[config.mk]
export PLATFORM = sky130hd
export DESIGN_NAME = mhft_ram
export DESIGN_NICKNAME = d
export VERILOG_FILES = /design/src/mhft_ram.sv
export SDC_FILE = /design/constraint.sdc
export NUM_CORES = 2
export LEC_CHECK = 0
export BUFFER_PORTS_ARGS = -buffer_cell sky130_fd_sc_hd__buf_2
export CORE_MARGIN = 1.5
export CORE_UTILIZATION = 35
export CTS_CLUSTER_SIZE = 8
export DETAILED_ROUTE_END_ITERATION = 8
export GPL_TIMING_DRIVEN = 0
export PLACE_DENSITY = 0.49
export SKIP_CTS_REPAIR_TIMING = 1
export SKIP_LAST_GASP = 1
export SLEW_MARGIN = 40
export SYNTH_ARGS = -nofsm -noshare
export SYNTH_HDL_FRONTEND = slang
export SYNTH_SLANG_ARGS = --single-unit
[constraint.sdc]
create_clock -name i_clk -period 3.8 [get_ports i_clk]
set_clock_uncertainty 0.2 [all_clocks]
set_input_delay 0.76 -clock i_clk [delete_from_list [all_inputs] [get_ports i_clk]]
set_output_delay 0.76 -clock i_clk [all_outputs]
set_load 0.01 [all_outputs]
[src/mhft_ram.sv]
// mhft_ram: generic single-write, single-read RAM with registered read data.
// No dependencies.
`default_nettype none

module mhft_ram #(
    parameter int WIDTH = 8,
    parameter int DEPTH = 256
) (
    input  wire logic                     i_clk,
    input  wire logic                     i_we,
    input  wire logic [$clog2(DEPTH)-1:0] i_waddr,
    input  wire logic [WIDTH-1:0]         i_wdata,
    input  wire logic [$clog2(DEPTH)-1:0] i_raddr,
    output logic      [WIDTH-1:0]         o_rdata
);

    logic [WIDTH-1:0] r_mem [DEPTH];

    always_ff @(posedge i_clk) begin
        if (i_we) begin
            r_mem[i_waddr] <= i_wdata;
        end
        o_rdata <= r_mem[i_raddr];
    end

endmodule

`default_nettype wire

# --- Word level (Yosys, flattened, before mapping) ---
# Memories as Yosys holds them, arrays and structs flattened. A register that Yosys moved wholly into a read port is not among the register bits.
# Index checks and enable logic that the tools add are counted.
totals:
  latch_bits: 0
  wordCells: 3
  ram_bits: 2048
  output_inout_bits: 8
  ff_bits: 0
  memories: 1
  romBits: 0
op_classes:
  bitwise_logic: 0
  muxes: 2
  mul: 0
  n_eq_ne: 0
  n_shift: 0
  reduce_logical: 0
  n_div: 0
  n_lt_le_gt_ge: 0
  n_addsub: 0
mem_list:
  columns: ["name", "words", "width", "rd", "rd_clocked_by_memory_dff", "write_ports", "line_no", "text"]
  rows:
  - ["r_mem", 256, 8, 1, 1, 1, "17", "logic [WIDTH-1:0] r_mem [DEPTH];"]
ops:
  columns: ["operator", "n"]
  rows:
  - ["$mux 1", 2]

# --- Longest topological paths before layout ---
logic_depth:
  word_depth: 2
  depth_mapped: 11

# --- Least setup slack after synthesis ---
# No wires, ideal clock.
synth_timing:
  kind: "input to register"
  startpoint: "input i_raddr[0]"
  endpoint: "register o_rdata[2] (read register of r_mem)"
  cell_stages: 9
  required_ns: 3.469
  t_arrival_ns: 2.567
  path_slack_ns: 0.902
  path_cell_list: "buf_6 > buf_12 > buf_8 > buf_2 > mux4_2 > a22oi_1 > a21oi_1 > nor4_1 > nor4_2"
synth_rtl:
  columns: ["element", "line_no", "text"]
  rows:
  - ["from (decl)", "13", "input wire logic [$clog2(DEPTH)-1:0] i_raddr,"]
  - ["to (decl)", "14", "output logic [WIDTH-1:0] o_rdata"]

==> flow_metrics.env <==
export IMPL_status="finished, violations left"
export IMPL_violations="setup timing"
export IMPL_critical_path_required_ns=4.35
export IMPL_power_frac_seq=0.484
export IMPL_pin_count=34
export IMPL_drc=0
export IMPL_rrSetupSlack_ns=0.63
export IMPL_port_buffers=26
export IMPL_period_share=1.04
export IMPL_dr_pass1_iters=5
export IMPL_hold_path_class="in2reg"
export IMPL_fp_dieW_um=480
export IMPL_vias_per_cell=5.84
export IMPL_layout_min_cycle_time_ns=3.96
export IMPL_cp_end_kind="flop"
export IMPL_grt_max_degree=98
export IMPL_row_count=174
export IMPL_clock_path_buffers=4
export IMPL_crit_end="o_rdata[3]"
export IMPL_synth_flop_cell="edfxtp_1"
export IMPL_cts_tree="yes"
export IMPL_crit_path_max_fanout=11
export IMPL_nets=4147
export IMPL_syn_nets=3759
export IMPL_synthCells=3733
export IMPL_cp_startpoint="i_raddr[1]"
export IMPL_synth_area_um2=79600
export IMPL_drive_gt1_frac=0.320
export IMPL_coreArea_um2=225000
export IMPL_clkPwrFrac=0.458
export IMPL_grt_pass1_wl_um=361000
export IMPL_drtIter0Drc=5375
export IMPL_power_density_nw_per_um2=552
export IMPL_num_fill_cells=19600
export IMPL_numCtsBuffers=307
export IMPL_routed_wire_length_per_instance_um=37.7
export IMPL_grt_use_met3=0.0522
export IMPL_antenna_found_initial=23
export IMPL_initial_core_util=0.353
export IMPL_grt_ovfl_total=0
export IMPL_place_area_um2=85500
export IMPL_grtUsageMet2=0.358
export IMPL_finalSetupViolCount=21
export IMPL_comb_power_share=0.058
export IMPL_slew_violations=0
export IMPL_die_h_um=480
export IMPL_whs_ns=0.0557
export IMPL_mostFrequentLayoutCell="edfxtp_1"
export IMPL_clock_latency_ns=0.93
export IMPL_synth_seq_cells=2056
export IMPL_avgSynthCellArea_um2=21.3
export IMPL_synth_edf_count=2048
export IMPL_finalWeightedCongestion=0.895
export IMPL_ys_types=55
export IMPL_grt_pass1_vias=41900
export IMPL_hold_viol=0
export IMPL_reg2reg_depth=6
export IMPL_multiInputGateArea_um2=17300
export IMPL_yosysSeqAreaShare=0.775
export IMPL_p_int_mw=40.4
export IMPL_busiest_layer="met2"
export IMPL_arrival_ns=4.51
export IMPL_power_leakage_nw=28.9
export IMPL_r2r_start="r_mem[80][6]"
export IMPL_path_class="in2reg"
export IMPL_async_flop_share=0
export IMPL_totalWireLength_um=269000
export IMPL_htree_num_levels=5
export IMPL_grt_use_total=0.232
export IMPL_worst_slack_ns=-0.161
export IMPL_tightest_slew_ns=0.937
export IMPL_die_area_um2=230000
export IMPL_layout_common_cells="edfxtp_1, mux4_2, clkbuf_16, nor2_2, mux2i_1"
export IMPL_stdcell_area_um2=93800
export IMPL_cts_sinks=2056
export IMPL_area_growth_syn_to_layout_pct=17.9
export IMPL_worstHoldStart="i_wdata[2]"
export IMPL_seqCellArea_um2=61700
export IMPL_cp_start_kind="input port"
export IMPL_dp_hpwl_um=183000
export IMPL_p_sw_mw=11.4
export IMPL_root_buffer="clkbuf_16"
export IMPL_max_freq_ghz=0.252
export IMPL_peakVddDrop_mv=0.479
export IMPL_preCtsSetupSlack_ns=-1.41
export IMPL_drtAntennaViolNets=0
export IMPL_swShare=0.220
export IMPL_clk_pin_slew_ns=0.05
export IMPL_slew_headroom=0.375
export IMPL_maxCapViolations=0
export IMPL_vias=41700
export IMPL_r2r_end="o_rdata[6]"
export IMPL_yosysWarnings=0
export IMPL_finalSetupTns_ns=-0.923
export IMPL_use_met1=0.321
[metal layers]
| metal | share of wire | vias up |
|---|---|---|
| met4 | 0.039 | 2 |
| met3 | 0.084 | 479 |
| met2 | 0.46 | 2026 |
| met5 | 0.000041 | - |
| li1 | - | 16400 |
| met1 | 0.41 | 22800 |
[through the flow]
stage	util	instances	total power, mW
after floorplan	-	3733	26.7
after global placement	0.370	6751	28.3
after detailed placement	0.379	6800	28.4
after CTS	0.415	7134	52.0
after global routing	0.416	7139	52.9
final	0.416	7140	51.8
[power by group through the flow]
stage | logic [mW] | clock network [mW] | registers [mW]
3_3_place_gp | 2.72 | 0 | 25.6
6_report | 2.99 | 23.7 | 25.1
5_1_grt | 3.05 | 24.8 | 25.0
2_1_floorplan | 1.21 | 0 | 25.5
4_1_cts | 2.94 | 24.0 | 25.1
3_5_place_dp | 2.93 | 0 | 25.5
[critical path, cell delays in order]
cell and delay, ns:
buf_2 0.18, buf_4 0.38, buf_2 0.51, clkbuf_2 0.66, mux4_2 0.41, mux2i_1 0.37, o221ai_1 0.17, a211oi_1 0.70
nor4_2 0.08, buf_2 0.22
[worst min-delay path by stage]
stage               endpoint  depth (start not counted)
6_report       r_mem[172][2]                          1
5_1_grt        r_mem[174][1]                          1
4_1_cts        r_mem[143][5]                          1
3_5_place_dp    r_mem[70][5]                          1
3_3_place_gp      o_rdata[6]                          1
2_1_floorplan     o_rdata[3]                          6
[area by class of cell]
| cell class | count | area share |
|---|---|---|
| clock buffer | 327 | 0.0841 |
| tap | 2992 | 0.0399 |
| buffer | 233 | 0.0169 |
| clock inverter | 7 | 0.000974 |
| multi-input combinational | 1442 | 0.185 |
| timing repair buffer | 79 | 0.0154 |
| sequential | 2056 | 0.658 |
| antenna | 2 | 0.0000534 |
| inverter | 2 | 0.0000801 |
[flip-flops by register name, indices dropped and copies added, names as in the netlist]
signal	flops
r_mem	2048
o_rdata	8
[cell usage after synthesis, types with 13 or more instances]
library cell / instances / share of area
nor3_1: 22 / 0.0014
edfxtp_1: 2048 / 0.77
nor2_1: 282 / 0.013
nor2b_1: 31 / 0.0024
a22oi_1: 133 / 0.013
a221oi_1: 13 / 0.0014
o221ai_1: 46 / 0.0051
buf_8: 13 / 0.0025
clkbuf_1: 111 / 0.0052
mux2i_1: 134 / 0.017
nor4_1: 24 / 0.0019
buf_2: 31 / 0.0020
o22ai_1: 28 / 0.0022
buf_6: 21 / 0.0030
a211oi_1: 16 / 0.0015
buf_1: 22 / 0.0010
a21oi_1: 96 / 0.0060
nand2_1: 33 / 0.0016
buf_4: 27 / 0.0025
nand3_1: 34 / 0.0021
mux4_2: 454 / 0.13
[cells by family after synthesis]
family | after synthesis | synth area share
buf+inv | 235 | 0.0183
mux | 591 | 0.146
compound gates | 385 | 0.0342
simple gates | 466 | 0.0263
flops | 2056 | 0.775
Note: power is estimated with default switching activity, not from simulation.
